File: src/rtl/tga_pkg.sv
// ----------------------------------------------------------------------------
// TGA decoder package
// Shared types, register indexes and constants of the TGA pixel decoder.
// ----------------------------------------------------------------------------
package tga_pkg;

   localparam int MAX_DIM_DEFAULT       = 4096;
   localparam int PALETTE_DEPTH_DEFAULT = 256;
   localparam int QUEUE_DEPTH           = 4;
   localparam int QUEUE_PTR_W           = $clog2(QUEUE_DEPTH);
   localparam int QUEUE_CNT_W           = $clog2(QUEUE_DEPTH + 1);

   localparam int CSR_INDEX_W = 3;
   localparam int CSR_DATA_W  = 13;

   localparam logic [CSR_INDEX_W-1:0] CSR_DECODE_MODE   = 3'd0;
   localparam logic [CSR_INDEX_W-1:0] CSR_PIXEL_DEPTH   = 3'd1;
   localparam logic [CSR_INDEX_W-1:0] CSR_IMAGE_WIDTH   = 3'd2;
   localparam logic [CSR_INDEX_W-1:0] CSR_IMAGE_HEIGHT  = 3'd3;
   localparam logic [CSR_INDEX_W-1:0] CSR_FLIP_VERTICAL = 3'd4;

   localparam logic [1:0] DEPTH_16 = 2'd0;
   localparam logic [1:0] DEPTH_24 = 2'd1;

   localparam int MODE_RLE_BIT     = 0;
   localparam int MODE_INDEXED_BIT = 1;

   localparam int          HDR_RUN_BIT  = 7;
   localparam logic [7:0]  HDR_CNT_MASK = 8'h7F;
   localparam logic [7:0]  ALPHA_OPAQUE = 8'd255;
   localparam logic [15:0] MASK_RED16   = 16'h7C00;
   localparam logic [15:0] MASK_GREEN16 = 16'h03E0;
   localparam logic [15:0] MASK_BLUE16  = 16'h001F;

   typedef struct packed {
      logic [1:0]  decode_mode;
      logic [1:0]  pixel_depth;
      logic [12:0] image_width;
      logic [12:0] image_height;
      logic        flip_vertical;
   } cfg_type;

   typedef struct packed {
      logic       func;
      logic [7:0] data_byte;
      logic [7:0] pal_index;
      logic [7:0] pal_red;
      logic [7:0] pal_green;
      logic [7:0] pal_blue;
   } req_type;

   typedef struct packed {
      logic [7:0]  red;
      logic [7:0]  green;
      logic [7:0]  blue;
      logic [7:0]  alpha;
      logic [11:0] row_index;
      logic [11:0] col_start;
      logic [7:0]  span_length;
      logic        last_span;
      logic        image_done;
   } rsp_type;

   // One decoded pixel value and how many times it repeats.
   typedef struct packed {
      logic [7:0] red;
      logic [7:0] green;
      logic [7:0] blue;
      logic [7:0] alpha;
      logic [7:0] count;
   } cmd_type;

endpackage

File: src/rtl/tga_queue.sv
// ----------------------------------------------------------------------------
// TGA decoder command queue
// Small first-in first-out buffer of pixel commands between the two halves.
// ----------------------------------------------------------------------------
module tga_queue import tga_pkg::*; (
   input  logic                   clock,
   input  logic                   reset,
   input  logic                   push,
   input  cmd_type                push_data,
   input  logic                   pop,
   output cmd_type                head,
   output logic                   not_empty,
   output logic [QUEUE_CNT_W-1:0] count
);

   cmd_type                slots [QUEUE_DEPTH];
   logic [QUEUE_PTR_W-1:0] wr_ptr_ff, rd_ptr_ff;
   logic [QUEUE_CNT_W-1:0] count_ff;
   logic                   do_push;
   logic                   do_pop;

   assign not_empty = count_ff != '0;
   assign do_pop    = pop && not_empty;
   assign do_push   = push && (count_ff != QUEUE_CNT_W'(QUEUE_DEPTH));
   assign head      = slots[rd_ptr_ff];
   assign count     = count_ff;

   always_ff @(posedge clock) begin
      if (do_push) begin
         slots[wr_ptr_ff] <= push_data;
      end
   end

   always_ff @(posedge clock) begin
      if (reset) begin
         wr_ptr_ff <= '0;
         rd_ptr_ff <= '0;
         count_ff  <= '0;
      end else begin
         if (do_push) begin
            wr_ptr_ff <= wr_ptr_ff + 1'b1;
         end
         if (do_pop) begin
            rd_ptr_ff <= rd_ptr_ff + 1'b1;
         end
         count_ff <= count_ff + QUEUE_CNT_W'(do_push) - QUEUE_CNT_W'(do_pop);
      end
   end

endmodule

File: config.mk
export PLATFORM = sky130hd
export DESIGN_NAME = tga_queue
export DESIGN_NICKNAME = d
export VERILOG_FILES = /design/src/rtl/tga_pkg.sv /design/src/rtl/tga_queue.sv
export SDC_FILE = /design/constraint.sdc
export NUM_CORES = 1
export LEC_CHECK = 0
export BUFFER_PORTS_ARGS = -buffer_cell sky130_fd_sc_hd__buf_4
export CAP_MARGIN = 10
export CORE_MARGIN = 2
export CORE_UTILIZATION = 56
export CTS_CLUSTER_SIZE = 10
export DETAILED_ROUTE_END_ITERATION = 6
export GPL_TIMING_DRIVEN = 0
export MAX_ROUTING_LAYER = met4
export PLACE_DENSITY = 0.85
export SYNTH_ARGS = -nofsm -noshare
export SYNTH_HDL_FRONTEND = slang
export SYNTH_SLANG_ARGS = --single-unit
File: constraint.sdc
create_clock -name clock -period 3.1 [get_ports clock]
set_clock_uncertainty 0.1 [all_clocks]
set_input_delay 0.31 -clock clock [delete_from_list [all_inputs] [get_ports clock]]
set_output_delay 0.31 -clock clock [all_outputs]
set_load 0.01 [all_outputs]
# == Word-level counts from Yosys, hierarchy flattened ==
# Memories as Yosys holds them, arrays and structs flattened. A register that Yosys moved wholly into a read port is not among the register bits.
# Cells that the tools add are included.
# word_totals
n_memories,1
mem_bits_rw,160
latch_bits,0
out_inout_bits,44
input_bits,44
register_bits,7
mem_bits_ro,0
# op_classes
n_shift,0
n_eq_ne,1
n_reduce_logical,3
bitwise,0
add_sub_neg,4
mul,0
n_mux,4
n_lt_le_gt_ge,0
div_mod_pow,0
# mem_list
name,words,width,rd,rd_ports_with_merged_regs,write_ports,line_no,source
slots,4,40,1,1,1,tga_queue.sv:16,cmd_type slots [QUEUE_DEPTH];
# op_table
operator,count
adder 2 x 1 -> 2 bit (second input constant),2
2-to-1 mux 2 bit,2
adder 3 x 1 -> 3 bit,1
inequality test 3 bit (second input constant),1
nonzero test 3 bit,1
subtractor 3 x 1 -> 3 bit,1
logical AND 1 bit,2
2-to-1 mux 1 bit,2

# == Logic depth before layout (Yosys ltp) ==
# logic_depth
ltp_word,4
depth_mapped,11

# == Worst setup path before layout ==
# No wires, ideal clock.
# synth_timing
path_type,register to register
startpoint,register count_ff[1] (netlist: count[1])
endpoint,"memory slots[0][0] (netlist bit), enable pin"
required_ns,2.599
arrival_time_ns,1.836
setup_time_ns,0.401
synth_period_minus_slack_ns,2.337
slack_ns,0.763
stages_incl_launch_ff,4
path_cell_list,dfxtp_1 nor2_1 a21boi_2 and2_1
# synth_via
elab_chain_len,4
# synth_lines
item,line_no,source
from (decl),tga_queue.sv:18,logic [QUEUE_CNT_W-1:0] count_ff;
from (signal assigned),tga_queue.sv:46,count_ff <= count_ff + QUEUE_CNT_W'(do_push) - QUEUE_CNT_W'(do_pop);
inequality test 3 bit,tga_queue.sv:24,assign do_push = push && (count_ff != QUEUE_CNT_W'(QUEUE_DEPTH));
logical AND 1 bit,tga_queue.sv:24,
2-to-1 mux 1 bit,tga_queue.sv:29,if (do_push) begin
2-to-1 mux 1 bit (implied by the code),tga_queue.sv:30,slots[wr_ptr_ff] <= push_data;
to (decl),tga_queue.sv:16,
# No other way between the ends.

# == Worst setup path in the final report ==
# layout_timing
startpoint,register count_ff[1] (netlist: count[1])
endpoint,register count_ff[2] (netlist: count[2])
# layout_via
elab_chain_len,4
word_cells_on_any_way,6
cone_classes,add/sub (2); eq/ne (1); reduce/logical (3)
# layout_lines
item,line_no
inequality test 3 bit,tga_queue.sv:24
logical AND 1 bit,tga_queue.sv:24
adder 3 x 1 -> 3 bit,tga_queue.sv:46
subtractor 3 x 1 -> 3 bit *,tga_queue.sv:46
# Every way passes the cells marked *; elsewhere a longest branch is shown, timed or not.
# A chain may end at the register's enable or synchronous reset.

==> summary.txt <==
wire per inst: 19.91 um
Switch Pwr: 1683 uW
Final Max Slew Viols: 0
post-synthesis register bit count: 169
global-route wire length before repair: 17160 um
area of the multi-input gates: 1169 um2
status: finished clean
total gr overflow: 0
Pint: 5075 uW
crit end category: flop
fin crit period: 2.640 ns
core area: 10890 um2
hold slack final: 0.04496 ns
r2r setup slk: 0.46 ns
# fillers: 591
met2 WL: 5947 um
Mapped Area: 6282 um2
setup TNS: 0 ns
Area Growth Syn to Fin: 29.97%
fmax: 378.8 MHz
Setup Viol. Count Final: 0
ratio of cells with drive above 1 in the final layout: 0.4063
Synth Warn #: 0
synthesized instance count: 257
Starting DRT DRC Count: 187
Die Ht: 109.9 um
Reg clk slew, reported paths: 0.06 ns
worst reg2reg path endpoint: count[2]
Initial DRT Pass Iterations: 6
top layer in use: met4
commonest non-fill, non-tap cells in the layout: edfxtp_1, buf_4, mux4_2, dlygate4sd3_1, clkbuf_16
Power Density: 827.7 nW/um2
Slew headroom: 0.6265
worst flop-to-flop path startpoint: count[1]
CTS Buffer Depth: 2
Crit Path Class: flop to flop
startpoint types: flop
pin count of the biggest net entering global routing: 35
Fin. Hold Viols: 0
antenna-violating nets left: 0
fin crit share: 0.8516
area occupied by registers: 4985 um2
DIE WIDTH: 109.9 um
worst vdd ir: 521.3 uV
row cnt: 38
port bufs: 86
CTS tree: done
Worst EP required: 3.45 ns
P_leak: 0.002841 uW
min-delay worst type: primary input to flop
CP startpoint: count[1]
Finished Layout Cells: 556
R2R depth: 11
vias: 3075
clock share of power: 0.305
max cap viols: 0
CTS buffer count: 17
GRT Overall Usage: 0.2111
actual slew at the worst max-slew pin: 0.5602 ns
unrepaired setup endpoints after global routing: no
met3 WL post-DR: 452 um
Seq/Total Area, Yosys: 0.7935
CTS H-tree lvls: 4
crit-path max FO: 8
# DRC: 0
Setup Fix Bufs, Post-CTS: 0
switch share: 0.2491
Syn Nets: 308
register share of total power: 0.430
Mapped Avg Cell Area: 24.44 um2
DIE AREA: 12080 um2
root buf cell: clkbuf_8
Yosys cell types: 23
nets: 457
critical path data arrival time: 2.99 ns
number of global-route vias before repair: 3311
RePlAce Congestion: 0.7201
# IOs: 88
clk sinks: 169
DP HPWL: 6596 um
Routed WL: 11070 um
wl on met1: 4475 um
Clock Latency Late Sink: 0.53 ns
initial antenna violation count: 0
Final Power: 6758 uW
Ant. Diodes: 0
vias per cell: 5.531
DP Cell Count: 487
leading cell type in the layout, fill and taps excluded: edfxtp_1
Combinational Power Share: 0.265
Setup crit end: count[2]
initial core utilization: 0.5770
final cells by class:
| type | instances | area share |
|---|---|---|
| plain buffers | 10 | 0.01410 |
| clock buffers | 20 | 0.05210 |
| clock inverters | 9 | 0.01854 |
| inverters | 5 | 0.002298 |
| multi-input cells | 73 | 0.1431 |
| flip-flops and latches | 169 | 0.6105 |
| well taps | 140 | 0.02145 |
| repair buffers | 130 | 0.1379 |
power groups by stage:
stage / sequential [uW] / combinational (uW) / clock [uW]
after floorplan: 2930 / 1050 / 0
after global placement: 2940 / 1690 / 0
after CTS: 2910 / 1830 / 2090
after global routing: 2930 / 1950 / 2200
final: 2900 / 1790 / 2060
after detailed placement: 2950 / 1770 / 0
Yosys cell counts (all sizes together):
| cell type | n | share of area |
|---|---|---|
| a21boi | 1 | 0.0018 |
| and2 | 5 | 0.0050 |
| buf | 9 | 0.018 |
| clkbuf | 1 | 0.00060 |
| dfxtp | 9 | 0.029 |
| edfxtp | 160 | 0.76 |
| fa | 1 | 0.0032 |
| ha | 6 | 0.012 |
| inv | 5 | 0.0030 |
| mux2 | 1 | 0.0018 |
| mux2i | 1 | 0.0016 |
| mux4 | 40 | 0.14 |
| nand2b | 2 | 0.0020 |
| nor2 | 8 | 0.0048 |
| nor2b | 1 | 0.0010 |
| nor3 | 1 | 0.00080 |
| o311ai | 1 | 0.0014 |
| o31a | 1 | 0.0014 |
| or3 | 1 | 0.0010 |
| xnor2 | 1 | 0.0014 |
| xor2 | 2 | 0.0028 |
cell families (layout without fill, tap and decap cells):
logic type               count (synthesis)  after routing  synth area share
flip-flops                             169            169            0.7935
multiplexers                            42             42            0.1468
AND/OR/NAND/NOR                         18             18           0.01454
buffers and inverters                   15            174           0.02131
adder cells (fa/ha/maj)                  7              7           0.01514
AO/OA/AOI/OAI                            3              3          0.004581
XOR/XNOR                                 3              3          0.004183
worst max-delay path: stages (launching register included):
cell and delay, ns:
dfxtp_1 0.48, nor2_1 0.11, a21boi_2 0.30, inv_1 0.11
ha_1 0.32, inv_1 0.08, ha_1 0.15, inv_1 0.05
fa_1 0.37, xor2_1 0.17, and2_1 0.17, nor3_1 0.14
flip-flops by register name, summed over array words and instances (netlist names), named ones only:
| register | flops |
|---|---|
| wr_ptr_ff | 2 |
| rd_ptr_ff | 2 |
| slots | 160 |
| count | 3 |
layer usage:
metal / GRT usage / vias to the layer above
met2: 0.3479 / 86
li1: - / 1363
met3: 0.05572 / 22
met4: 0.08770 / 0
met1: 0.2478 / 1604
met5: - / -
worst min-delay path by stage:
stage,startpoint,end,slack (ns),cells after the start
after floorplan,push_data[0],slots[0][0],0.31,0
after global placement,wr_ptr_ff[1],wr_ptr_ff[1],0.39,2
after detailed placement,rd_ptr_ff[1],flop,0.41,2
after CTS,reset,count[1],0.03,2
after global routing,reset,count[1],0.07,2
final,reset,count[1],0.04,2
what timing repair did:
item | CTS | global route
hold buffers | 40 | 0
hold endpoints to repair | 160 | 0
resized for setup | 0 | 0
stage by stage:
| step | util | instance area [um2] | setup slack, ns |
|---|---|---|---|
| after detailed placement | 0.6602 | 7188 | 0.5309 |
| final | 0.7499 | 8165 | 0.4602 |
| after global routing | 0.7499 | 8165 | 0.2877 |
| after floorplan | - | 6282 | 0.7625 |
| after CTS | 0.7499 | 8165 | 0.4461 |
| after global placement | 0.6524 | 7103 | 0.02087 |
No activity file was read; power rests on OpenSTA's default activity.
