--- config.mk ---
export PLATFORM = sky130hd
export DESIGN_NAME = tga_back
export DESIGN_NICKNAME = d
export VERILOG_FILES = /design/src/rtl/tga_pkg.sv /design/src/rtl/tga_back.sv
export SDC_FILE = /design/constraint.sdc
export NUM_CORES = 1
export LEC_CHECK = 0
export BUFFER_PORTS_ARGS = -buffer_cell sky130_fd_sc_hd__buf_2
export CORE_ASPECT_RATIO = 1.1
export CORE_MARGIN = 4
export CORE_UTILIZATION = 55
export CTS_BUF_LIST = sky130_fd_sc_hd__clkbuf_8 sky130_fd_sc_hd__clkbuf_16
export DETAILED_ROUTE_END_ITERATION = 8
export PLACE_DENSITY = 0.78
export SLEW_MARGIN = 20
export SYNTH_ARGS = -nofsm -noshare
export SYNTH_HDL_FRONTEND = slang
export SYNTH_SLANG_ARGS = --single-unit
--- constraint.sdc ---
create_clock -name clock -period 18.1 [get_ports clock]
set_clock_uncertainty 0.15 [all_clocks]
set_input_delay 1.81 -clock clock [delete_from_list [all_inputs] [get_ports clock]]
set_output_delay 1.81 -clock clock [all_outputs]
set_load 0.02 [all_outputs]
--- src/rtl/tga_pkg.sv ---
// ----------------------------------------------------------------------------
// TGA decoder package
// Shared types, register indexes and constants of the TGA pixel decoder.
// ----------------------------------------------------------------------------
package tga_pkg;

   localparam int MAX_DIM_DEFAULT       = 4096;
   localparam int PALETTE_DEPTH_DEFAULT = 256;
   localparam int QUEUE_DEPTH           = 4;
   localparam int QUEUE_PTR_W           = $clog2(QUEUE_DEPTH);
   localparam int QUEUE_CNT_W           = $clog2(QUEUE_DEPTH + 1);

   localparam int CSR_INDEX_W = 3;
   localparam int CSR_DATA_W  = 13;

   localparam logic [CSR_INDEX_W-1:0] CSR_DECODE_MODE   = 3'd0;
   localparam logic [CSR_INDEX_W-1:0] CSR_PIXEL_DEPTH   = 3'd1;
   localparam logic [CSR_INDEX_W-1:0] CSR_IMAGE_WIDTH   = 3'd2;
   localparam logic [CSR_INDEX_W-1:0] CSR_IMAGE_HEIGHT  = 3'd3;
   localparam logic [CSR_INDEX_W-1:0] CSR_FLIP_VERTICAL = 3'd4;

   localparam logic [1:0] DEPTH_16 = 2'd0;
   localparam logic [1:0] DEPTH_24 = 2'd1;

   localparam int MODE_RLE_BIT     = 0;
   localparam int MODE_INDEXED_BIT = 1;

   localparam int          HDR_RUN_BIT  = 7;
   localparam logic [7:0]  HDR_CNT_MASK = 8'h7F;
   localparam logic [7:0]  ALPHA_OPAQUE = 8'd255;
   localparam logic [15:0] MASK_RED16   = 16'h7C00;
   localparam logic [15:0] MASK_GREEN16 = 16'h03E0;
   localparam logic [15:0] MASK_BLUE16  = 16'h001F;

   typedef struct packed {
      logic [1:0]  decode_mode;
      logic [1:0]  pixel_depth;
      logic [12:0] image_width;
      logic [12:0] image_height;
      logic        flip_vertical;
   } cfg_type;

   typedef struct packed {
      logic       func;
      logic [7:0] data_byte;
      logic [7:0] pal_index;
      logic [7:0] pal_red;
      logic [7:0] pal_green;
      logic [7:0] pal_blue;
   } req_type;

   typedef struct packed {
      logic [7:0]  red;
      logic [7:0]  green;
      logic [7:0]  blue;
      logic [7:0]  alpha;
      logic [11:0] row_index;
      logic [11:0] col_start;
      logic [7:0]  span_length;
      logic        last_span;
      logic        image_done;
   } rsp_type;

   // One decoded pixel value and how many times it repeats.
   typedef struct packed {
      logic [7:0] red;
      logic [7:0] green;
      logic [7:0] blue;
      logic [7:0] alpha;
      logic [7:0] count;
   } cmd_type;

endpackage

--- src/rtl/tga_back.sv ---
// ----------------------------------------------------------------------------
// TGA decoder back end
// Places pixel commands in the image, splits runs at row ends and drives
// the registered span output.
// ----------------------------------------------------------------------------
module tga_back import tga_pkg::*; #(
   parameter int MAX_DIM = MAX_DIM_DEFAULT
) (
   input  logic    clock,
   input  logic    reset,
   input  cfg_type cfg,
   input  cmd_type head,
   input  logic    not_empty,
   output logic    pop,
   output logic    rsp_valid,
   input  logic    rsp_stall,
   output rsp_type rsp_data
);

   localparam int DIM_W = $clog2(MAX_DIM + 1);
   localparam int POS_W = $clog2(MAX_DIM);

   logic [POS_W-1:0] col_ff, row_ff;
   logic             finished_ff;
   logic             cur_valid_ff;
   cmd_type          cur_ff;
   logic             rsp_valid_ff;
   rsp_type          rsp_data_ff;

   logic [DIM_W-1:0] w_eff, h_eff;
   logic             col_wrap;
   logic [31:0]      col_eff, row_eff;
   logic             pre_finish;
   logic [31:0]      room;
   logic [7:0]       take;
   logic [31:0]      col_next;
   logic             span_wrap;
   logic             img_done;
   logic             last;
   logic             out_free;
   logic             drop;
   logic             produce;
   logic             cur_done;
   logic [31:0]      row_out;

   always_comb begin
      if (cfg.image_width < 13'd4) begin
         w_eff = DIM_W'(4);
      end else if (32'(cfg.image_width) > MAX_DIM) begin
         w_eff = DIM_W'(MAX_DIM);
      end else begin
         w_eff = DIM_W'(cfg.image_width);
      end
      if (cfg.image_height < 13'd1) begin
         h_eff = DIM_W'(1);
      end else if (32'(cfg.image_height) > MAX_DIM) begin
         h_eff = DIM_W'(MAX_DIM);
      end else begin
         h_eff = DIM_W'(cfg.image_height);
      end
   end

   // A narrower width written between images can leave the column past the row end.
   assign col_wrap   = 32'(col_ff) >= 32'(w_eff);
   assign col_eff    = col_wrap ? 32'd0 : 32'(col_ff);
   assign row_eff    = col_wrap ? 32'(row_ff) + 32'd1 : 32'(row_ff);
   assign pre_finish = col_wrap && (row_eff >= 32'(h_eff));

   assign room      = 32'(w_eff) - col_eff;
   assign take      = (room < 32'(cur_ff.count)) ? 8'(room) : cur_ff.count;
   assign col_next  = col_eff + 32'(take);
   assign span_wrap = col_next >= 32'(w_eff);
   assign img_done  = span_wrap && ((row_eff + 32'd1) >= 32'(h_eff));
   assign last      = (take == cur_ff.count) || img_done;
   assign row_out   = cfg.flip_vertical ? (32'(h_eff) - 32'd1 - row_eff) : row_eff;

   assign out_free = !rsp_valid_ff || !rsp_stall;
   assign drop     = cur_valid_ff && (finished_ff || pre_finish);
   assign produce  = cur_valid_ff && !finished_ff && !pre_finish && out_free;
   assign cur_done = drop || (produce && last);
   assign pop      = not_empty && (!cur_valid_ff || cur_done);

   always_ff @(posedge clock) begin
      if (reset) begin
         col_ff       <= '0;
         row_ff       <= '0;
         finished_ff  <= 1'b0;
         cur_valid_ff <= 1'b0;
         rsp_valid_ff <= 1'b0;
      end else begin
         if (pop) begin
            cur_valid_ff <= 1'b1;
         end else if (cur_done) begin
            cur_valid_ff <= 1'b0;
         end
         if (drop) begin
            finished_ff <= 1'b1;
         end else if (produce) begin
            col_ff <= span_wrap ? '0 : POS_W'(col_next);
            row_ff <= span_wrap ? POS_W'(row_eff + 32'd1) : POS_W'(row_eff);
            if (img_done) begin
               finished_ff <= 1'b1;
            end
         end
         if (produce) begin
            rsp_valid_ff <= 1'b1;
         end else if (!rsp_stall) begin
            rsp_valid_ff <= 1'b0;
         end
      end
   end

   always_ff @(posedge clock) begin
      if (pop) begin
         cur_ff <= head;
      end else if (produce) begin
         cur_ff.count <= cur_ff.count - take;
      end
      if (produce) begin
         rsp_data_ff.red         <= cur_ff.red;
         rsp_data_ff.green       <= cur_ff.green;
         rsp_data_ff.blue        <= cur_ff.blue;
         rsp_data_ff.alpha       <= cur_ff.alpha;
         rsp_data_ff.row_index   <= row_out[11:0];
         rsp_data_ff.col_start   <= col_eff[11:0];
         rsp_data_ff.span_length <= take;
         rsp_data_ff.last_span   <= last;
         rsp_data_ff.image_done  <= img_done;
      end
   end

   assign rsp_valid = rsp_valid_ff;
   assign rsp_data  = rsp_data_ff;

endmodule

Word level (Yosys, flattened, before mapping)
Cells that the tools add are included.
W data, S select, Z words.
{ "totals": {"regBits": 133, "input_bits": 75, "out_inout_bits": 68} }
{ "classes": {"addsub": 7, "n_lt_le_gt_ge": 9, "eq_ne": 2, "mux": 19, "n_bitwise": 1, "n_reduce_logical": 24} }
{ "ops": {"columns": ["op", "n"], "rows": [
  ["$mux W13", 5],
  ["$mux W12", 4],
  ["$lt A32 B8 Y1", 1],
  ["$ge A13 B13 Y1", 2],
  ["$gt A13 B13 Y1 const B", 2],
  ["$mux W8", 3],
  ["$add A13 B1 Y14 const B", 1],
  ["$ge A14 B13 Y1", 1],
  ["$sub A13 B12 Y14", 1],
  ["$add A12 B1 Y13 const B", 1],
  ["$add A12 B8 Y13", 1],
  ["$ge A12 B13 Y1", 1],
  ["$lt A13 B1 Y1 const B", 1],
  ["$lt A13 B3 Y1 const B", 1],
  ["$sub A12 B1 Y12 const B", 1],
  ["$sub A12 B12 Y12", 1],
  ["$eq A8 B8 Y1", 1],
  ["$logic_and A1 B1 Y1", 8],
  ["$reduce_bool A2 Y1", 4],
  ["$sub A8 B8 Y8", 1],
  ["$mux W1", 7],
  ["$logic_not A1 Y1", 5],
  ["$logic_or A1 B1 Y1", 5],
  ["$reduce_and A2 Y1", 2],
  ["2 further kinds", 2]
]} }

Depth between registers and ports, before layout
Gate-level depths: netlist of run 1.
{ "logic_depth": {"ltp_word": 17, "ltp_mapped": 46, "depth_no_buf": 42} }

Worst setup path after synthesis of run 1
No wires, ideal clock.
{ "synth_path": {"kind": "in2out", "from": "input port cfg[22] (netlist name)", "to": "output port pop", "t_arrival_ps": 11091, "t_required_ps": 16140, "setup_slack_ps": 5049, "stages": 42, "path_cell_list": "nor4_1 nand3_1 o31ai_1 nand2_1 ha_1 and3_1 a31oi_1 a311oi_2 nor2_1 clkbuf_1 nand2_1 ha_1 nor2b_1 o31a_1 o21ai_0 nor2b_1 xnor2_1 ha_1 (+6 left out) ha_1 fa_1 a21o_1 a21oi_1 o21bai_1 a21oi_1 o21ai_0 nand4_1 xnor2_1 ha_1 and4_1 o2111ai_1 a31oi_1 or3_1 nand2_1 o31ai_2 a31oi_4 inv_1"} }
{ "synth_via": {"elab_chain_len": 16, "word_cells_on_any_way": 28, "classes_between": "3 x add/sub; 7 x order compare; 1 x eq/ne; 5 x mux; 12 x reduce/logical"} }
{ "synth_lines": {"columns": ["item", "line", "text"], "rows": [
  ["start: declaration", "tga_back.sv:11", "input cfg_type cfg,"],
  ["$gt A13 B13 Y1", "tga_back.sv:49", "end else if (32'(cfg.image_width) > MAX_DIM) begin"],
  ["$mux W13", "tga_back.sv:49", null],
  ["$mux W13 (*)", "tga_back.sv:47", "if (cfg.image_width < 13'd4) begin"],
  ["$ge A12 B13 Y1", "tga_back.sv:64", "assign col_wrap = 32'(col_ff) >= 32'(w_eff);"],
  ["$mux W12", "tga_back.sv:65", "assign col_eff = col_wrap ? 32'd0 : 32'(col_ff);"],
  ["$sub A13 B12 Y14 (*)", "tga_back.sv:69", "assign room = 32'(w_eff) - col_eff;"],
  ["$lt A32 B8 Y1", "tga_back.sv:70", "assign take = (room < 32'(cur_ff.count)) ? 8'(room) : cur_ff.count;"],
  ["$mux W8 (*)", "tga_back.sv:70", null],
  ["named net take[0]", "tga_back.sv:35", "logic [7:0] take;"],
  ["(+1 left out)", null, null],
  ["$ge A13 B13 Y1", "tga_back.sv:72", "assign span_wrap = col_next >= 32'(w_eff);"],
  ["$logic_and A1 B1 Y1", "tga_back.sv:73", "assign img_done = span_wrap && ((row_eff + 32'd1) >= 32'(h_eff));"],
  ["$logic_or A1 B1 Y1 (*)", "tga_back.sv:74", "assign last = (take == cur_ff.count) || img_done;"],
  ["named net last", "tga_back.sv:39", "logic last;"],
  ["$logic_and A1 B1 Y1 (*)", "tga_back.sv:80", "assign cur_done = drop || (produce && last);"],
  ["$logic_or A1 B1 Y1 (*)", "tga_back.sv:80", null],
  ["$logic_or A1 B1 Y1 (*)", "tga_back.sv:81", "assign pop = not_empty && (!cur_valid_ff || cur_done);"],
  ["$logic_and A1 B1 Y1 (*)", "tga_back.sv:81", null],
  ["end: declaration", "tga_back.sv:14", "output logic pop,"]
]} }
Mark *: on every way through the listed nets, which the timed path passes. The rest lies on a longest branch.

Worst setup path in the final report of run 1
Same ends and word-level chain as after synthesis.

==> impl_metrics.csv, run 1 <==
group,metric,value,unit
synth,synth-compound-area-share,15.4,%
clock_tree,path_clk_slew,70,ps
routing,drt-initial-drc-count,465,
routing,num_vias,6875,
synth,yosysSeqAreaShare,43.4,%
synth,yosys_warnings,0,
routing,routed_wl,20200,µm
sta,setup-violations-final,0,
synth,synthMuxAreaShare,1.66,%
critical_path,crit_arrival,12930,ps
synth,synth_ff_type,"edfxtp_1",
clock_tree,post_cts_resized,0,
grt,gr-usage-met2,41.2,%
sta,setup_tns,0,ps
placement,portBuffers,138,
sta,slew_violations,0,
placement,hpwl,15100,µm
routing,ant_nets,0,
cells_and_area,seqCellArea,3720,µm²
sta,finalCritPeriodShare,82.3,%
clock_tree,cts.path.max_buffers,2,
min_path,hold_class,"reg2reg",
grt,met3_usage,3.51,%
cells_and_area,fin_util,66.2,%
synth,ys_ff_latch,133,
routing,via_per_inst,5.74,
pwr,ir_drop,0.000113,V
die,die_h,139,µm
die,initial_core_util,56.5,%
grt,grt_util_all_layers,23.1,%
cells_and_area,fillers,1220,
placement,routabilityCongestion,0.927,
cells_and_area,drive_gt1_share,19.8,%
die,rows,47,
pwr,finalPower,1390,µW
cells_and_area,antenna_cells,0,
routing,drt_pass1_iterations,5,
critical_path,critPathKind,"in2out",
routing,drt-wirelength-per-cell,16.8,µm
clock_tree,clock-root-buffer,"clkbuf_16",
sta,finalHoldViolations,0,
grt,antenna_found_initial,0,
sta,period_minus_slack,14890,ps
routing,route.detailed.drc,0,
clock_tree,cts-buffers-inserted,17,
cells_and_area,multiInputGateArea,4490,µm²
synth,synth_edf_count,106,
die,die_w,127,µm
critical_path,worstPathRequired,16140,ps
grt,grt_overflow_total,0,
grt,grt.busiest_layer,"met2",
synth,synthDistinctLibCells,69,
critical_path,cp_max_fo,33,
cells_and_area,nNetsFinal,1165,
critical_path,cp-end-kind,"output port",
clock_tree,htree_levels,4,
grt,grt_max_degree,54,
sta,tightest_slew,734,ps
grt,grt_first_pass_wirelength,32900,µm
clock_tree,cts_num_sinks,133,
clock_tree,cts_tree,"yes",
synth,syn_area,8580,µm²
cells_and_area,area_growth,17.2,%
synth,synth_fp_nets,1022,
clock_tree,hold_buffers,0,
die,core,15200,µm²
grt,first_global_vias,6827,
sta,timing.fmax,0.0672,GHz
synth,yosys.area_share.simple,14.2,%
critical_path,critPathMaxStageDelay,620,ps
critical_path,r2r_slack,8000,ps
pwr,powerDensity,139,nW/µm²
sta,maxSlewHeadroom,50.7,%
clock_tree,cts_setup_buffers,0,
pwr,leakagePower,0.00447,µW
critical_path,critPathSlowestCell,"a311oi_2",
sta,hold_slack,263,ps
status,outcome,"finished clean",
clock_tree,clock_latency,420,ps
die,ios,143,
sta,rsz0062_at_grt,"no",
grt,grt_util_met1,27.4,%
synth,synth-xor-area-share,6.08,%
flow_run,cap_violations,0,
synth,synth_top_family_by_area,"compound AO/OA/AOI/OAI gates",
die,die-area,17700,µm²
synth,avgSynthCellArea,10.1,µm²
critical_path,cp-start-kind,"input pin",
synth,syn-instance-count,846,
synth,synthAdderAreaFrac,15.1,%
synth,synth-async-reset-ratio,0,%
==> cell families (layout without fill, tap and decap cells) <==
kind of cell | after synthesis | in the layout
simple gates | 251 | 251
mux | 11 | 11
fa+ha+maj | 101 | 101
flops | 133 | 133
buf+inv | 95 | 251
compound gates | 197 | 197
xor+xnor | 58 | 58
==> cells in the final DEF, fill, tap and decap left out, types with 9 or more instances in the layout <==
| cell type | count |
|---|---|
| nand2_1 | 76 |
| clkbuf_16 | 17 |
| nor3_1 | 18 |
| ha_1 | 97 |
| xor2_1 | 22 |
| inv_1 | 73 |
| o21a_1 | 11 |
| a21oi_1 | 51 |
| dfxtp_1 | 27 |
| xnor2_1 | 35 |
| o21ai_0 | 46 |
| nand4_1 | 11 |
| o211ai_1 | 9 |
| buf_2 | 138 |
| nor2b_1 | 11 |
| a31oi_1 | 11 |
| edfxtp_1 | 106 |
| or3_1 | 10 |
| a21o_1 | 15 |
| a211oi_1 | 10 |
| nand3_1 | 16 |
| nor2_1 | 63 |
==> path summary, 6_finish.rpt <==
check,start,end,cells after the start
max,cfg[22],pop,47
min reg2reg,cur_ff[11],rsp_data[37],0
min,cur_ff[11],rsp_data[37],0
max reg2reg,col_ff[3],cur_ff[3],40
==> per-stage QoR <==
| step | cell area, µm² | cells | setup slack, ps |
|---|---|---|---|
| after global routing | 10000 | 1198 | 2310 |
| after detailed placement | 9480 | 1166 | 3330 |
| after CTS | 10000 | 1198 | 3280 |
| final | 10000 | 1198 | 3210 |
| after global placement | 9480 | 1166 | 3500 |
| after floorplan | 8580 | 846 | 5050 |
==> critical path, delay by kind of cell <==
kind            cells  cell delay (ps)
compound gates     20             4640
xor+xnor            2              360
fa+ha+maj           6             1880
buf+inv             6             1190
simple gates       13             2990
==> synthesized netlist by cell type, types with 4 or more instances <==
| cell | instances | area share (%) |
|---|---|---|
| and2_1 | 8 | 0.58 |
| nand2_1 | 76 | 3.3 |
| nand2b_1 | 8 | 0.58 |
| edfxtp_1 | 106 | 37 |
| ha_1 | 97 | 14 |
| o21a_1 | 11 | 0.96 |
| a31oi_1 | 11 | 0.80 |
| nand3b_1 | 4 | 0.35 |
| dfxtp_1 | 27 | 6.3 |
| a21oi_1 | 51 | 3.0 |
| a21boi_0 | 6 | 0.53 |
| nor2b_1 | 11 | 0.80 |
| xnor2_1 | 35 | 3.6 |
| nor2_1 | 63 | 2.8 |
| fa_1 | 4 | 0.93 |
| a21o_1 | 15 | 1.3 |
| mux2_4 | 6 | 1.1 |
| clkbuf_1 | 17 | 0.74 |
| nor4_1 | 7 | 0.51 |
| o211ai_1 | 9 | 0.79 |
| nand4_1 | 11 | 0.80 |
| nor3_1 | 18 | 1.1 |
| inv_1 | 74 | 3.2 |
| o21ai_0 | 46 | 2.7 |
| xor2_1 | 22 | 2.2 |
| nand3_1 | 16 | 0.93 |
| a22oi_1 | 5 | 0.44 |
| a211oi_1 | 10 | 0.88 |
| or3_1 | 10 | 0.73 |
| and3_1 | 8 | 0.58 |
==> power by group <==
group	switching [µW]	leakage, µW	internal, µW
Sequential	20.5	0.00123	392
Combinational	369	0.00295	276
Clock	146	0.000278	193
Total	535	0.00447	860
==> layer usage <==
layer / wire, µm / vias up / share of wire, %
met5: 0 / - / 0
met4: 605 / 0 / 3.0
met3: 969 / 45 / 4.8
met2: 10400 / 221 / 52
met1: 8180 / 3235 / 41
li1: - / 3374 / -
==> flip-flops by register name, summed over array words and instances (netlist names) <==
signal / count
cur_ff: 40
rsp_valid: 1
col_ff: 12
cur_valid_ff: 1
finished_ff: 1
row_ff: 12
rsp_data: 66
==> layout make-up <==
class	instances	area share, %
Timing Repair Buffer	144	7.32
Inverter	75	2.81
Sequential cell	133	37.1
Clock buffer	17	4.23
Tap cell	196	2.44
Multi-Input combinational cell	618	44.7
Clock inverter	15	1.42
Note: power is estimated with default switching activity, not from simulation.
==> run 2, diff against run 1 <==
Clock period 18.1 ns to 14.3 ns, I/O delays scaled along.
==> run 2 against run 1 <==
Against the previous run:
- sequential share of layout area is 0.16 points lower
- hold slack improved by 2.9 ps
- critical path depth is 2 lower
- routed wire length grew 0.65%
- final cell count hardly changed
- worst setup slack got worse by 2300 ps
- first-iteration DRC count shrank 11%
- design area increased by 0.44%
==> impl_metrics.csv, run 2 (synthesized netlist as in run 1, its figures left out) <==
group,metric,value,unit
status,outcome,"finished clean",
pwr,ir_drop,0.000168,V
routing,drt-wirelength-per-cell,16.9,µm
routing,via_per_inst,5.68,
cells_and_area,final_area,10100,µm²
sta,setup_tns,0,ps
clock_tree,cts_setup_buffers,0,
cells_and_area,antenna_cells,0,
flow_run,cap_violations,0,
die,rows,47,
clock_tree,cts_num_sinks,133,
grt,antenna_found_initial,0,
sta,rsz0062_at_grt,"no",
cells_and_area,final_cell_mix,"buf_2 (138), edfxtp_1 (106), ha_1 (97), nand2_1 (76), inv_1 (73)",
die,ios,143,
grt,grt_max_degree,44,
grt,first_global_vias,6803,
routing,route.detailed.drc,0,
routing,maxUsedRoutingLayer,"met4",
min_path,hold_class,"reg2reg",
die,core,15200,µm²
critical_path,r2r_slack,4760,ps
placement,place_area,9500,µm²
clock_tree,hold_buffers,0,
critical_path,critPathKind,"in2out",
sta,tightest_slew,737,ps
sta,finalHoldViolations,0,
min_path,holdPathEnd,"rsp_data[54]",
critical_path,r2r_start,"col_ff[3]",
sta,slew_violations,0,
grt,grt_util_all_layers,23.5,%
critical_path,r2r-end,"cur_ff[1]",
cells_and_area,nNetsFinal,1167,
critical_path,cp_max_fo,33,
sta,setup-violations-final,0,
die,die-area,17700,µm²
grt,grt_overflow_total,0,
cells_and_area,drive_gt1_share,20.1,%
critical_path,r2r_cells,38,
clock_tree,post_cts_resized,0,
routing,num_vias,6814,
critical_path,worstPathRequired,12720,ps
clock_tree,clock_latency,430,ps
critical_path,crit_arrival,11850,ps
critical_path,crit_top_cell,"ha_1",
routing,routed_wl,20300,µm
pwr,leakagePower,0.00449,µW
min_path,worstHoldStart,"cur_ff[28]",
cells_and_area,area_growth,17.7,%
critical_path,critPathMaxStageDelay,560,ps
placement,hpwl,15300,µm
cells_and_area,layout_commonest_cell,"buf_2",
clock_tree,htree_levels,4,
die,die_w,127,µm
clock_tree,cts.path.max_buffers,2,
sta,maxSlewHeadroom,50.9,%
pwr,powerDensity,175,nW/µm²
critical_path,cp-end-kind,"output port",
grt,grt_first_pass_wirelength,33200,µm
routing,drt_pass1_iterations,5,
die,die_h,139,µm
clock_tree,clock-root-buffer,"clkbuf_16",
clock_tree,cts-buffers-inserted,17,
routing,ant_nets,0,
sta,period_minus_slack,13430,ps
placement,routabilityCongestion,0.931,
clock_tree,cts_tree,"yes",
sta,finalCritPeriodShare,93.9,%
die,initial_core_util,56.5,%
routing,met1_length,8200,µm
placement,portBuffers,138,
routing,drt-initial-drc-count,413,
routing,dr_wl_met3,871,µm
cells_and_area,largest_register_ffs,66,
min_path,min_path_cells,0,
clock_tree,path_clk_slew,60,ps
critical_path,cp-start-kind,"input pin",
sta,timing.fmax,0.0745,GHz
routing,wl_met2,10500,µm
critical_path,critPathSlowestCell,"nor4_1",
[run 2: cell types whose count changed in the layout (fill, tap and decap cells not counted), sizes merged]
cell / before / now
bufinv: 1 / 2
clkinv: 6 / 10
inv: 82 / 77
clkinvlp: 1 / 0
buf: 144 / 146
[run 2: layout make-up]
| class | count | area, µm² |
|---|---|---|
| tap | 196 | 245 |
| sequential | 133 | 3720 |
| clock buffer | 17 | 425 |
| multi-input combinational | 618 | 4510 |
| fill | 1217 | 5080 |
| timing repair buffer | 146 | 751 |
| inverter | 75 | 283 |
| clock inverter | 14 | 154 |
[run 2: per-layer routing]
metal / vias to the layer above / track usage, %
met2: 194 / 41.6
li1: 3383 / -
met3: 54 / 4.28
met4: 0 / 9.77
met5: - / 0
met1: 3183 / 28.0
[run 2: worst max-delay path, delay by kind of cell]
| kind | cells | cell delay (ps) |
|---|---|---|
| adders and majority gates | 6 | 1870 |
| and+or+nand+nor | 13 | 3060 |
| xor gates and xnor gates | 2 | 340 |
| buffers and inverters | 6 | 1190 |
| AOI/OAI and AO/OA | 18 | 3920 |
[run 2: worst max path at each step]
stage	from	to	slack, ps	cells past startpoint
3_5_place_dp	cfg[22]	pop	710	45
4_1_cts	cfg[22]	pop	660	45
5_1_grt	cfg[22]	pop	60	45
6_report	cfg[22]	pop	870	45
3_3_place_gp	cfg[22]	pop	970	45
2_1_floorplan	cfg[22]	pop	2010	42
[run 2: stage by stage]
stage | setup slack (ps) | hold slack (ps) | instances | utilization (%) | total power [µW]
global route | 55.3 | 273 | 1199 | 66.5 | 1910
CTS | 664 | 267 | 1199 | 66.4 | 1770
finish | 870 | 266 | 1199 | 66.5 | 1770
floorplan | 2010 | 250 | 846 | - | 1140
global placement | 970 | 251 | 1168 | 62.6 | 1320
detailed placement | 713 | 255 | 1168 | 62.6 | 1340
[run 2: report_power, final]
| group | switching (µW) | leakage, µW | internal, µW |
|---|---|---|---|
| Clock | 170 | 0.000288 | 257 |
| Sequential | 26.2 | 0.00123 | 496 |
| Combinational | 468 | 0.00297 | 352 |
==> run 3, diff against run 2 <==
Settings changed: ABC_AREA from default to 1, CTS_BUF_LIST sky130_fd_sc_hd__clkbuf_8 sky130_fd_sc_hd__clkbuf_16 to sky130_fd_sc_hd__clkbuf_16, GPL_ROUTABILITY_DRIVEN from default to 0.
==> run 3 against run 2 <==
Against the previous run:
- sequential power increased by 5.7%
- global-route usage about the same
- design area increased by 4.6%
- routed wire length increased by 6.8%
- sequential share of layout area decreased by 1.6 points
- final cell count increased by 20%
- combinational power increased by 27%
- largest cell class unchanged
==> impl_metrics.csv, run 3 <==
group,metric,value,unit
critical_path,r2r_cells,43,
synth,synthTopCellsByArea,"edfxtp_1 (35%), ha_1 (13%), nand2_1 (11%)",
status,outcome,"finished clean",
die,initial_core_util,57.0,%
clock_tree,cts_setup_buffers,0,
cells_and_area,layout_commonest_cell,"nand2_1",
synth,synth_top_cell_by_area,"edfxtp_1",
sta,hold_slack,269,ps
grt,grt_util_all_layers,23.5,%
die,ios,143,
grt,grt_max_degree,64,
sta,maxSlewHeadroom,43.6,%
sta,timing.fmax,0.0776,GHz
routing,ant_nets,0,
grt,grt_first_pass_wirelength,34700,µm
clock_tree,cts_num_sinks,133,
critical_path,cp-end-kind,"output port",
cells_and_area,final_cell_mix,"nand2_1 (259), inv_1 (165), buf_2 (138), edfxtp_1 (106), ha_1 (97)",
flow_run,cap_violations,0,
synth,synth_ff_type,"edfxtp_1",
synth,syn_area,9070,µm²
cells_and_area,largest_register_ffs,66,
placement,portBuffers,138,
grt,antenna_found_initial,0,
critical_path,path_depth,50,
sta,setup-violations-final,0,
routing,via_per_inst,5.38,
synth,avgSynthCellArea,8.45,µm²
critical_path,critPathMaxStageDelay,600,ps
cells_and_area,drive_gt1_share,18.1,%
critical_path,cp-start-kind,"input pin",
sta,period_minus_slack,12890,ps
pwr,powerDensity,194,nW/µm²
critical_path,critPathKind,"in2out",
synth,post-synth-top-count-cell,"nand2_1",
clock_tree,htree_levels,4,
clock_tree,clock_latency,420,ps
synth,synth-async-reset-ratio,0,%
sta,tightest_slew,847,ps
cells_and_area,fin_util,66.3,%
critical_path,critPathTopFamily,"simple AND/OR/NAND/NOR gates",
synth,yosys_warnings,0,
synth,synthDistinctLibCells,48,
clock_tree,path_clk_slew,60,ps
sta,finalHoldViolations,0,
die,rows,48,
critical_path,cp-endpoint,"pop",
min_path,hold_class,"reg2reg",
sta,slew_violations,0,
routing,drt_pass1_iterations,5,
synth,synth_fp_nets,1250,
critical_path,cp.buffers_inverters,5,
sta,rsz0062_at_grt,"no",
pwr,ir_drop,0.000100,V
clock_tree,clock-root-buffer,"clkbuf_16",
grt,grt_overflow_total,0,
clock_tree,cts-buffers-inserted,17,
critical_path,r2r_slack,4680,ps
sta,finalCritPeriodShare,90.1,%
clock_tree,post_cts_resized,0,
cells_and_area,area_growth,16.4,%
critical_path,worstPathRequired,12720,ps
critical_path,r2r-end,"cur_ff[35]",
pwr,finalPower,2040,µW
sta,setup_tns,0,ps
grt,first_global_vias,7433,
synth,yosysSeqAreaShare,41.0,%
die,die-area,18600,µm²
routing,drt-wirelength-per-cell,15.1,µm
cells_and_area,nNetsFinal,1398,
routing,route.detailed.drc,0,
synth,syn-instance-count,1074,
critical_path,cp_max_fo,23,
die,core,15900,µm²
cells_and_area,antenna_cells,0,
die,die_w,130,µm
critical_path,crit_top_cell,"nand2_1",
clock_tree,hold_buffers,0,
synth,ys_top_cells_by_count,"nand2_1 (259), inv_1 (166), edfxtp_1 (106), ha_1 (97), nor2_1 (72)",
routing,routed_wl,21700,µm
critical_path,startpoint,"cfg[21]",
die,die_h,143,µm
synth,netlist.area_leader.share,35.1,%
clock_tree,cts.path.max_buffers,2,
critical_path,r2r_start,"col_ff[10]",
pwr,leakagePower,0.00516,µW
synth,ys_ff_latch,133,
placement,hpwl,16900,µm
cells_and_area,fillers,1300,
critical_path,crit_arrival,11310,ps
clock_tree,cts_tree,"yes",
critical_path,critPathSlowestCell,"o21ai_0",
routing,drt-initial-drc-count,601,
synth,synth_edf_count,106,
routing,num_vias,7719,
==> run 3: cell count changes after synthesis, moves of 11 or more <==
cell      change
xnor2_1      -29
a21oi_1      +17
nor2b_1      -11
inv_1        +92
nand2_4      +11
a21o_1       -12
o21a_1       -11
nand3_1      +45
clkbuf_1     -12
nand2_1     +183
==> run 3: metal layers <==
layer  share of wire, %  vias up  track usage (%)
met1                 42     3570             28.6
met3                4.6       55             3.40
met2                 51      221             42.1
met4                2.7        0             8.83
met5                  0        -                0
li1                   -     3873                -
==> run 3: power by group <==
part	total, µW	switching, µW	internal (µW)
logic	1040	671	371
clock network	451	186	265
registers	552	35.1	517
total	2040	893	1150
==> run 3: cell type report <==
| type | instances | area [µm²] | area share [%] |
|---|---|---|---|
| Multi-Input combinational cell | 754 | 4610 | 43.7 |
| Sequential cell | 133 | 3720 | 35.3 |
| Timing Repair Buffer | 140 | 706 | 6.68 |
| Inverter | 176 | 661 | 6.26 |
| Clock buffer | 17 | 425 | 4.03 |
| Tap cell | 200 | 250 | 2.37 |
| Clock inverter | 15 | 179 | 1.69 |
==> run 3: worst min path at each step <==
stage                     startpoint      endpoint  cells past startpoint
after floorplan            cur_ff[8]  rsp_data[34]                      0
after global placement    cur_ff[39]  rsp_data[65]                      0
after detailed placement  cur_ff[31]  rsp_data[57]                      0
after CTS                 cur_ff[31]  rsp_data[57]                      0
after global routing      cur_ff[10]  rsp_data[36]                      0
final                     cur_ff[31]  rsp_data[57]                      0
==> run 3: worst register-to-register path, delay by kind of cell (launching register included) <==
| family | cells | cell delay [ps] |
|---|---|---|
| DFF | 1 | 330 |
| AOI/OAI and AO/OA | 13 | 2680 |
| buffers and inverters | 3 | 910 |
| adders and majority gates | 5 | 1660 |
| xor gates and xnor gates | 1 | 210 |
| and+or+nand+nor | 21 | 3330 |
==> run 3: kinds of logic (layout without fill, tap and decap cells) <==
family,after synthesis,after routing,synth area share [%]
xor+xnor,37,37,3.57
flops,133,133,41.0
buf+inv,187,348,8.08
fa+ha+maj,101,101,14.3
compound gates,145,145,9.28
simple gates,471,471,23.8
==> run 3: metrics by stage <==
step	worst slack, ps	std cells	cell area, µm²
floorplan	3190	1074	9070
global placement	1610	1403	9950
detailed placement	1500	1403	9950
CTS	1490	1435	10600
global route	347	1435	10600
finish	1410	1435	10600
